File: config.mk
export PLATFORM = sky130hd
export DESIGN_NAME = npc_ctrl
export DESIGN_NICKNAME = d
export VERILOG_FILES = /design/src/hdl/npc_pkg.sv /design/src/hdl/npc_ctrl.sv
export SDC_FILE = /design/constraint.sdc
export NUM_CORES = 1
export LEC_CHECK = 0
export ABC_AREA = 1
export BUFFER_PORTS_ARGS = -buffer_cell sky130_fd_sc_hd__buf_2
export CAP_MARGIN = 20
export CORE_AREA = 2 2 39 41
export DETAILED_ROUTE_END_ITERATION = 16
export DIE_AREA = 0 0 41 43
export HOLD_SLACK_MARGIN = 0.06
export PLACE_DENSITY = 0.52
export SLEW_MARGIN = 30
export SYNTH_ARGS = -nofsm -noshare
export SYNTH_HDL_FRONTEND = slang
export SYNTH_SLANG_ARGS = --single-unit
File: constraint.sdc
create_clock -name clk -period 0.99 [get_ports clk]
set_input_delay 0.0495 -clock clk [delete_from_list [all_inputs] [get_ports clk]]
set_output_delay 0.0495 -clock clk [all_outputs]
set_load 0.01 [all_outputs]
File: src/hdl/npc_pkg.sv
// Shared types and constants for the nearest palette color search block.
package npc_pkg;

  localparam int CHAN_W = 8;
  localparam int DIST_W = 18;

  // Request action codes
  localparam logic ACT_LOAD  = 1'b0;
  localparam logic ACT_QUERY = 1'b1;

  typedef struct packed {
    logic              action;
    logic [CHAN_W-1:0] entry_index;
    logic [CHAN_W-1:0] red_in;
    logic [CHAN_W-1:0] green_in;
    logic [CHAN_W-1:0] blue_in;
  } req_t;

  typedef struct packed {
    logic [CHAN_W-1:0] best_index;
    logic [CHAN_W-1:0] best_red;
    logic [CHAN_W-1:0] best_green;
    logic [CHAN_W-1:0] best_blue;
    logic [DIST_W-1:0] best_distance;
    logic              exact_hit;
  } rsp_t;

  // Controller to datapath
  typedef struct packed {
    logic take_req;   // request beat accepted this cycle
    logic clear_wr;   // write zero at sweep address, advance
    logic scan_rd;    // read palette at sweep address, advance
    logic load_out;   // move best match into the output register
  } cmd_t;

  // Datapath to controller
  typedef struct packed {
    logic cnt_last;   // sweep address is the last entry
    logic pipe_busy;  // distance pipeline still holds entries
    logic slot_free;  // output register can take a result this cycle
  } stat_t;

endpackage

File: src/hdl/npc_ctrl.sv
// Sequencer for palette clearing, loading and query scans.
module npc_ctrl (
  input  logic           clk,
  input  logic           rst,
  input  logic           req_valid,
  input  logic           req_action,
  output logic           req_stall,
  input  npc_pkg::stat_t stat,
  output npc_pkg::cmd_t  cmd
);

  localparam logic [2:0] ST_CLEAR  = 3'd0;
  localparam logic [2:0] ST_IDLE   = 3'd1;
  localparam logic [2:0] ST_SCAN   = 3'd2;
  localparam logic [2:0] ST_DRAIN  = 3'd3;
  localparam logic [2:0] ST_FINISH = 3'd4;

  logic [2:0] state;
  logic [2:0] state_next;

  assign req_stall = (state != ST_IDLE);

  always_comb begin
    state_next   = state;
    cmd.take_req = 1'b0;
    cmd.clear_wr = 1'b0;
    cmd.scan_rd  = 1'b0;
    cmd.load_out = 1'b0;
    unique case (state)
      ST_CLEAR: begin
        cmd.clear_wr = 1'b1;
        if (stat.cnt_last) state_next = ST_IDLE;
      end
      ST_IDLE: begin
        cmd.take_req = req_valid;
        if (req_valid && req_action == npc_pkg::ACT_QUERY) state_next = ST_SCAN;
      end
      ST_SCAN: begin
        cmd.scan_rd = 1'b1;
        if (stat.cnt_last) state_next = ST_DRAIN;
      end
      ST_DRAIN: begin
        if (!stat.pipe_busy) state_next = ST_FINISH;
      end
      ST_FINISH: begin
        if (stat.slot_free) begin
          cmd.load_out = 1'b1;
          state_next   = ST_IDLE;
        end
      end
      default: state_next = ST_CLEAR;
    endcase
  end

  always_ff @(posedge clk) begin
    if (rst) begin
      state <= ST_CLEAR;
    end else begin
      state <= state_next;
    end
  end

endmodule

==> out/metrics.cfg, run 1 <==
[status]
status=complete, but fails checks
violations=negative setup slack

[run]
drv_cap=0

[clock_tree]
ctsHtreeMaxLevel=1
clkTransAtPathRegs_ps=50
cts_made_buffers=3
clockRootBuffer=clkbuf_4
cts_tree=built
clk_latency_ps=260
clock-sinks=3
cts_buffer_depth=2

[timing]
fin_crit_sh=1.22
finalHoldViolations=0
skew_ps=12.7
setup_viol_count_final=8
drv_slew=0
rsz0062_at_grt=yes
timing.final.ws_setup_ps=-215
timing.fmax_mhz=830
relSlewSlack=0.822
whs_ps=74.2
tightest_slew_ps=265
fin_crit_ps=1210

[synth]
synth_compound_area_frac=0.0154
seq_area_frac_synth=0.185
synthCells=50
yosys_warnings=0
synth_xor_area_frac=0
synthAdderAreaFrac=0
syn_area_um2=324
ys_ff_latch=3
synth_simple_gate_area_share=0.625
syn-num-nets=57
syn-mean-instance-area_um2=6.48
ys_types=17
yosys-mux-area-fraction=0
synth_top_family_by_area=simple AND/OR/NAND/NOR gates

[place]
place_congestion=0.823
io_buffer_count=11
dp_hpwl_um=605
post_dp_cell_area_um2=438

[cells_and_area]
reg_top3=state: 3 flops
final_layout_size_suffix_gt1_frac=0.731
fill_cells=138
multi_input_area_um2=259
final_cell_mix=buf_4 (10), buf_2 (9), inv_1 (7)
largest_reg_flops=3
regArea_um2=68.8
fin_area_um2=617
num_antenna_cells=0
syn_to_final_growth_pct=90.3
layout_commonest_cell=buf_4
largest_register=state
final_nets=86

[worst_setup_path]
r2r_start=state[0]
slowest_delay_ps=390
cp-end-kind=register
crit_fanout=5
r2r_slack_ps=-220
cp_slowest_cell=dfxtp_4
worstPathCellList=buf_6 -> nand4_1 -> nand2_4 -> inv_2 -> nand3_2 -> nand2_1 -> nor2_2
required_ps=1170
cp.arrival_ps=1390
path_class=register to register
startpoint_type=register
crit_start=state[0]

[routing]
via_per_inst=4.40
wirelength_mm=1.07
antenna_left=0
via_count=414
wl_per_cell_um=11.4
drc=0
drt_iter0_drc=4
first_pass_iters=3

[power_and_ir_drop]
switching_share=0.462
p_comb_frac=0.756
internal_power_mw=1.26
vdd_drop_max_v=0.00116
pwr-share-seq=0.140
p_switching_mw=1.08
p_leak_nw=0.310
p_per_area_mw_per_mm2=3800
clockPowerShare=0.104

[die]
core_mm2=0.00138
dieArea_mm2=0.00176
die_w_um=41
io_pins=12
start_util=0.234
die_h_um=43
rows=14

[grt]
grt_use_met1=0.134
overflow=0
grt_pass1_vias=394
busiest_layer=met2
antenna_found_initial=0
grt_max_degree=7
grt.total_usage=0.136
grt_use_met3=0.0209
gr-usage-met2=0.244
grt_pass1_wl_mm=1.60

[min_path]
hold_path.startpoint=rst
hp-class=input port to register

worst paths after layout:
| check | end | depth (start not counted) |
|---|---|---|
| worst max-delay path | state[0] | 7 |
| worst min-delay path | state[0] | 4 |
| worst max register to register | state[0] | 7 |
| worst min register to register | state[1] | 3 |
cell usage after synthesis:
cell type | n | area share
nand4_1 | 2 | 0.039
nand3_1 | 2 | 0.031
nand2_1 | 6 | 0.069
nor2_2 | 5 | 0.097
nor2_4 | 2 | 0.069
nand2_4 | 1 | 0.035
dfxtp_1 | 3 | 0.19
inv_2 | 5 | 0.058
nor3_1 | 3 | 0.046
nand2_2 | 1 | 0.019
nor4_1 | 1 | 0.019
nor2_1 | 6 | 0.069
inv_1 | 7 | 0.081
o21ai_0 | 1 | 0.015
nand3_2 | 3 | 0.093
buf_6 | 1 | 0.035
nand4_2 | 1 | 0.039
cells by family after synthesis:
kind of cell	after synthesis
buffers and inverters	13
flip-flops	3
AND/OR/NAND/NOR	33
AO/OA/AOI/OAI	1
per-stage QoR:
stage                     worst slack [ps]  TNS [ps]  utilization  cells  total power, mW
final                                 -215     -1150        0.446     94             2.34
after global routing                  -283     -1530        0.446     94             2.51
after CTS                             -165      -915        0.412     93             2.10
after detailed placement              -134      -437        0.316     82             1.44
after global placement                -133      -367        0.316     82             1.46
after floorplan                      -59.8     -85.6            -     50             1.11
per-layer routing:
layer,up-vias,wire (um)
met2,13,581
met4,0,51
met3,5,42
met1,184,395
met5,-,0
li1,212,-
power by group through the flow:
stage,sequential [mW],clock (mW),combinational (mW)
after floorplan,0.241,0,0.868
after global placement,0.273,0,1.18
after detailed placement,0.278,0,1.17
after CTS,0.311,0.240,1.55
after global routing,0.342,0.250,1.92
final,0.329,0.243,1.77
what timing repair did:
item	CTS	global route
hold buffers	0	0
resized for setup	15	10
buffers inserted	7	1
setup endpoints to repair	8	8
pin swaps	8	5
hold endpoints to repair	0	0
worst max-delay path, delay by kind of cell, from the launching register on:
family,cells,cell delay (ps)
buf+inv,2,170
simple gates,5,570
flops,1,390
final cells by class:
type	instances	area share
timing repair buffer	25	0.304
inverter	12	0.0892
multi-input combinational	34	0.420
clock buffer	4	0.0426
tap	16	0.0325
sequential	3	0.112
Note: power is estimated with default switching activity, not from simulation.
==> inputs of run 2 (changes only) <==
- BUFFER_PORTS_ARGS: -buffer_cell sky130_fd_sc_hd__buf_2 -> not set
- DONT_BUFFER_PORTS: not set -> 1
- PLACE_DENSITY: 0.52 -> 0.44
==> run 2 against run 1 <==
The run still ends with negative setup slack left. Die area unchanged. Wire length down 8.9%. Setup slack better by 75 ps. Sequential cell count unchanged. Register-to-register slack better by 110 ps. Non-clock buffer count down 9. Combinational power about the same. Cell area down 2.2%. Largest cell class unchanged. Sequential power up 5%.
==> out/metrics.cfg, run 2 (same netlist as run 1, synthesis figures left out) <==
[timing]
drv_slew=0  ; unchanged
skew_ps=1.87  ; was 12.7 ps
setup_viol_count_final=7  ; was 8
finalHoldViolations=0  ; unchanged
relSlewSlack=0.840  ; was 0.822
tightest_slew_ps=238  ; was 265 ps
rsz0062_at_grt=yes  ; unchanged
timing.final.ws_setup_ps=-140  ; was -215 ps
timing.fmax_mhz=885  ; was 830 MHz
fin_crit_ps=1130  ; was 1210 ps
fin_crit_sh=1.14  ; was 1.22
whs_ps=115  ; was 74.2 ps
fin_tns_setup_ps=-648  ; was -1150 ps

[die]
core_mm2=0.00138  ; unchanged
die_h_um=43  ; unchanged
start_util=0.234  ; unchanged
die_w_um=41  ; unchanged
dieArea_mm2=0.00176  ; unchanged
io_pins=12  ; unchanged
rows=14  ; unchanged

[clock_tree]
ctsHtreeMaxLevel=1  ; unchanged
cts_buffer_depth=2  ; unchanged
clockRootBuffer=clkbuf_4  ; unchanged
cts_tree=built  ; unchanged
clkTransAtPathRegs_ps=40  ; was 50 ps
cts_made_buffers=3  ; unchanged
clk_latency_ps=240  ; was 260 ps
clock-sinks=3  ; unchanged

[place]
place_congestion=0.665  ; was 0.823
io_buffer_count=0  ; was 11
dp_hpwl_um=577  ; was 605 um

[run]
drv_cap=0  ; unchanged

[cells_and_area]
final_nets=77  ; was 86
layout_commonest_cell=buf_4  ; unchanged
syn_to_final_growth_pct=86.1  ; was 90.3%
final_layout_size_suffix_gt1_frac=0.696  ; was 0.731
largest_reg_flops=3  ; unchanged
final_cell_mix=buf_4 (8), nor2_4 (7), inv_1 (7), buf_6 (7), nand3_2 (5)  ; was buf_4 (10), buf_2 (9), inv_1 (7)
largest_register=state  ; unchanged
multi_input_area_um2=287  ; was 259 um2
reg_top3=state: 3 flops  ; unchanged
fill_cells=136  ; was 138
num_antenna_cells=0  ; unchanged
regArea_um2=68.8  ; unchanged

[routing]
via_per_inst=4.36  ; was 4.40
via_count=371  ; was 414
drc=0  ; unchanged
drt_iter0_drc=2  ; was 4
first_pass_iters=2  ; was 3
antenna_left=0  ; unchanged
wl_per_cell_um=11.5  ; was 11.4 um
wirelength_um=975  ; was 1.07 mm

[grt]
grt_pass1_vias=364  ; was 394
grt.total_usage=0.124  ; was 0.136
grt_max_degree=8  ; was 7
grt_pass1_wl_mm=1.49  ; was 1.60 mm
antenna_found_initial=0  ; unchanged
overflow=0  ; unchanged

[worst_setup_path]
required_ps=940  ; was 1170 ps
path_class=register to output port  ; was register to register
crit_fanout=7  ; was 5
cp-end-kind=output port  ; was register
startpoint_type=register  ; unchanged
cp.arrival_ps=1080  ; was 1390 ps

[min_path]
hp-class=input port to register  ; unchanged

[status]
violations=negative setup slack  ; unchanged
status=complete, but fails checks  ; unchanged

[power_and_ir_drop]
vdd_drop_max_v=0.000943  ; was 0.00116 V
p_per_area_mw_per_mm2=3920  ; was 3800 mW/mm2
p_leak_nw=0.275  ; was 0.310 nW

==> run 2: cell count changes in the layout (fill, tap and decap cells not counted), sizes merged <==
cell,change
dlygate4sd3,+1
buf,-10
==> run 2: power by group <==
| part | internal (mW) | leakage [nW] | switching, mW |
|---|---|---|---|
| registers | 0.217 | 0.0264 | 0.129 |
| clock network | 0.152 | 0.0150 | 0.0705 |
| logic | 0.891 | 0.233 | 0.908 |
| total | 1.26 | 0.275 | 1.11 |
==> run 2: worst max-delay path: stages (launching register included) <==
cell and delay, ps:
dfxtp_4 370, nor4_2 300, buf_4 170
==> run 2: routing by layer <==
layer,global-route usage,up-vias,share of wire
li1,-,194,-
met1,0.144,171,0.39
met2,0.200,6,0.59
met3,0.0628,0,0.024
met4,0.0200,0,0
met5,0,-,0
==> run 2: path summary, 6_finish.rpt <==
| check | from | endpoint | slack, ps | cells after the start |
|---|---|---|---|---|
| min | stat[2] | state[2] | 120 | 4 |
| max reg2reg | state[0] | state[0] | -110 | 8 |
| max | state[0] | cmd[0] | -140 | 2 |
| min reg2reg | state[1] | state[1] | 540 | 2 |
==> run 2: layout make-up <==
cell class	count	share of cell area
clock buffers	4	0.0436
well taps	16	0.0332
inverters	12	0.0871
repair buffers	16	0.247
flip-flops and latches	3	0.114
multi-input cells	34	0.475
==> run 2: stage by stage <==
step	utilization	cell area, um2	power, mW	instances	worst slack, ps
2_1_floorplan	-	329	1.11	50	-59.8
3_3_place_gp	0.282	390	1.38	72	-197
3_5_place_dp	0.282	390	1.37	72	-184
4_1_cts	0.408	564	2.17	84	-109
5_1_grt	0.436	603	2.56	85	-198
6_report	0.436	603	2.37	85	-140
==> run 2: timing repair <==
| item | CTS | global route |
|---|---|---|
| hold buffers | 1 | 0 |
| resized for setup | 23 | 7 |
| buffers inserted | 7 | 1 |
| pin swaps | 12 | 5 |
| endpoints found under the setup margin | 8 | 8 |
| hold endpoints to repair | 3 | 0 |
